$ cat src/rtl/evhs_pkg.sv
// ----------------------------------------------------------------------------
// evhs_pkg
// shared types, widths and codes for the event history search block
// ----------------------------------------------------------------------------
package evhs_pkg;

  localparam int DEPTH_DEF = 256;

  localparam int MODE_W = 2;
  localparam int CH_W   = 10;
  localparam int VAL_W  = 32;
  localparam int TICK_W = 64;

  localparam int S_TDATA_W = 176;
  localparam int M_TDATA_W = 96;

  localparam logic [MODE_W-1:0] MODE_PUSH   = 2'd0;
  localparam logic [MODE_W-1:0] MODE_AFTER  = 2'd1;
  localparam logic [MODE_W-1:0] MODE_BEFORE = 2'd2;

  typedef struct packed {
    logic [TICK_W-1:0] tick;
    logic [VAL_W-1:0]  value;
    logic [CH_W-1:0]   channel;
  } rec_t;

  localparam int REC_W = $bits(rec_t);

  typedef struct packed {
    logic hit;
    logic stop;
  } match_t;

endpackage

$ cat src/rtl/evhs_match.sv
// ----------------------------------------------------------------------------
// evhs_match
// shared compare unit: checks one stored record against the query key and bound
// ----------------------------------------------------------------------------
module evhs_match
  import evhs_pkg::*;
(
  input  logic [MODE_W-1:0] mode_i,
  input  logic [CH_W-1:0]   key_i,
  input  logic [TICK_W-1:0] bound_i,
  input  rec_t              rec_i,
  output match_t            res_o
);

  logic ch_eq;
  logic tick_le;
  logic tick_lt;

  assign ch_eq   = (rec_i.channel == key_i);
  assign tick_le = (rec_i.tick <= bound_i);
  assign tick_lt = tick_le && (rec_i.tick != bound_i);

  always_comb begin
    res_o = '0;
    case (mode_i)
      MODE_AFTER: begin
        res_o.hit  = !tick_le && ch_eq;
        res_o.stop = tick_le || ch_eq;
      end
      MODE_BEFORE: begin
        res_o.hit  = tick_lt && ch_eq;
        res_o.stop = tick_lt && ch_eq;
      end
      default: begin
        res_o = '0;
      end
    endcase
  end

endmodule
$ cat config.mk
export PLATFORM = sky130hd
export DESIGN_NAME = evhs_match
export DESIGN_NICKNAME = d
export VERILOG_FILES = /design/src/rtl/evhs_pkg.sv /design/src/rtl/evhs_match.sv
export SDC_FILE = /design/constraint.sdc
export NUM_CORES = 1
export LEC_CHECK = 0
export ABC_AREA = 1
export ABC_CLOCK_PERIOD_IN_PS = 4100
export BUFFER_PORTS_ARGS = -buffer_cell sky130_fd_sc_hd__buf_4
export CELL_PAD_IN_SITES_DETAIL_PLACEMENT = 0
export CELL_PAD_IN_SITES_GLOBAL_PLACEMENT = 1
export CORE_MARGIN = 5
export CORE_UTILIZATION = 26
export DETAILED_ROUTE_END_ITERATION = 12
export PLACE_DENSITY_LB_ADDON = 0.1
export SYNTH_ARGS = -nofsm -noshare
export SYNTH_HDL_FRONTEND = slang
export SYNTH_SLANG_ARGS = --single-unit
export TNS_END_PERCENT = 20
$ cat constraint.sdc
create_clock -name vclk -period 4.1
set_clock_uncertainty 0.15 [all_clocks]
set_input_delay 0.41 -clock vclk [all_inputs]
set_output_delay 0.41 -clock vclk [all_outputs]
set_load 0.05 [all_outputs]
==> flow_summary_export.csv <==
group,metric,value,unit
status,status,"complete, no violations",
floorplanning,rows,31,
synth,synth_compound_area_share,12.4,%
timing,slew-limit-headroom,83.2,%
timing,slew_violations,0,
pwr,power_leakage,2.05,nW
critical_path,cp-start-kind,"input pin",
timing,tightest_slew,251,ps
place,port_buffers,152,
synth,syn_inst,321,
grt,antenna_found_initial,0,
layout,area.growth.synth_to_final,64.3,%
timing,fmax,375,MHz
layout,clock_buffers,0,
critical_path,cpPeakStageDelay,300,ps
layout,n_antenna_cell,0,
critical_path,timing.critical_path.cells,"buf_4 > inv_1 > ha_1 > a21oi_1 > nand2_1 > nand2_1 > nand3_1 > nand2_1 > nand2_1 > a21oi_1 > nand3_1 > nand2_1 > clkinv_1 > a21oi_2 > buf_4",
layout,fin_nets,723,
place,dpl.cell_count,572,
detailed_routing,drc,0,
clock_tree,cts_setup_buffers,0,
hold_path,hold_class,"input pin to primary output",
layout,regArea,0,um^2
detailed_routing,via_per_inst,4.05,
detailed_routing,first_pass_iters,4,
place,place.gp.congestion,0.805,
synth,synthAdderAreaFrac,42.0,%
pwr,peakVddDrop,0.0286,mV
grt,grtUsageTotal,11.3,%
layout,nFlopsAndLatches,0,
synth,synth_nets,569,
synth,synth_area,0.00197,mm^2
timing,setup-tns-final,0,ps
critical_path,cp.required,3540,ps
floorplanning,die_w,97.0,um
timing,fin_ws,1430,ps
detailed_routing,drt-initial-drc-count,15,
floorplanning,core-area,0.00729,mm^2
layout,postLayoutCellArea,0.00323,mm^2
layout,final_cell_mix,"buf_4, inv_1, nand2_1",
pwr,powerDensity,84.1,mW/mm^2
critical_path,cp_slowest_cell,"ha_1",
layout,final_common_cell,"buf_4",
detailed_routing,wl_per_cell,9.57,um
critical_path,cp_top_family,"simple AND/OR/NAND/NOR gates",
floorplanning,io_pins,184,
timing,finalCritPeriodShare,65.0,%
clock_tree,cts_hold_buffers,0,
critical_path,path_class,"input pin to primary output",
place,placed_area,0.00323,mm^2
synth,synth_top_family_by_area,"adder cells",
critical_path,end_kind,"primary output",
layout,utilization,44.3,%
detailed_routing,vias,2315,
synth,synth.yosys.seq_area_share,0,%
clock_tree,ctsResizeCount,0,
floorplanning,die_y,97.0,um
grt,grt_pass1_wl,9520,um
critical_path,critPathBufInv,4,
timing,finalHoldViolations,0,
critical_path,critPathMaxFanout,2,
place,place_ws,1460,ps
timing,rsz0062_at_grt,"false",
critical_path,crit_top_cell,"nand2_1",
layout,final_layout_size_suffix_gt1_share,35.1,%
grt,grt_max_degree,4,
critical_path,cp.arrival,2110,ps
synth,synthMuxAreaShare,0,%
synth,synth_xor_area_share,2.67,%
detailed_routing,ant_nets,0,
synth,avgSynthCellArea,6.13,um^2
floorplanning,initial_core_util,27.0,%
grt,grt_overflow_total,0,
floorplanning,dieArea,0.00940,mm^2
job,cap_violations,0,
timing,min_period,2670,ps
synth,synth_cell_types,23,
grt,grt_pass1_vias,2294,
detailed_routing,wirelength,5470,um
layout,instances_no_fill,572,
place,dp_hpwl,5320,um
synth,yosys_warnings,0,
synth,yosys.area_share.simple,26.0,%
timing,setup_viol,0,
[final cells by class]
class	instances	area, um^2
well taps	99	124
repair buffers	152	1140
inverters	89	334
fillers	810	4060
multi-input cells	232	1630
[synthesized netlist by cell type]
cell	n	area [um^2]
a21o_1	1	7.51
a21oi_1	31	155
a21oi_2	1	8.76
clkinv_1	1	3.75
ha_1	66	826
inv_1	86	323
inv_2	2	7.51
nand2_1	68	255
nand2_2	5	31.3
nand3_1	9	45.0
nand4_1	7	43.8
nor2_1	17	63.8
nor2_2	3	18.8
nor2_4	1	11.3
nor3_2	1	10.0
nor3b_2	1	12.5
o21a_1	3	22.5
o21ai_0	4	20.0
o21ai_1	3	15.0
o21bai_1	2	15.0
or2_0	2	12.5
or2_1	1	6.26
xnor2_1	6	52.6
[final timing paths]
check             slack [ps]  endpoint         from  cells after the start
setup / recovery        1430  res_o[0]  bound_i[35]                     15
hold / removal          1110  res_o[0]    mode_i[1]                      4
[per-stage QoR]
stage | hold WS, ps | total power [mW]
3_3_place_gp | 1120 | 0.273
5_1_grt | 1130 | 0.318
6_report | 1110 | 0.272
2_1_floorplan | 908 | 0.137
3_5_place_dp | 1110 | 0.276
4_1_cts | 1110 | 0.277
[report_power, final]
part / internal (mW) / switching, mW / total (mW)
combinational: 0.162 / 0.110 / 0.272
clock: 0 / 0 / 0
sequential: 0 / 0 / 0
[tightest hold or removal path, cell delays in order]
cell,delay (ps)
buf_4,90
ha_1,140
a21oi_2,30
buf_4,180
[routing by layer]
layer  global-route usage [%]  up-vias  part of all wire, %
met5                        0        -                    0
met4                    0.432        0                 0.47
met3                     3.81        2                   10
met2                     21.0       76                   49
met1                     13.1      920                   40
li1                         -     1317                    -
[cell families (layout without fill, tap and decap cells)]
family | Yosys count | count (layout)
xor+xnor | 6 | 6
fa+ha+maj | 66 | 66
simple gates | 115 | 115
compound gates | 45 | 45
buf+inv | 89 | 241
(Power assumes the default switching activity.)
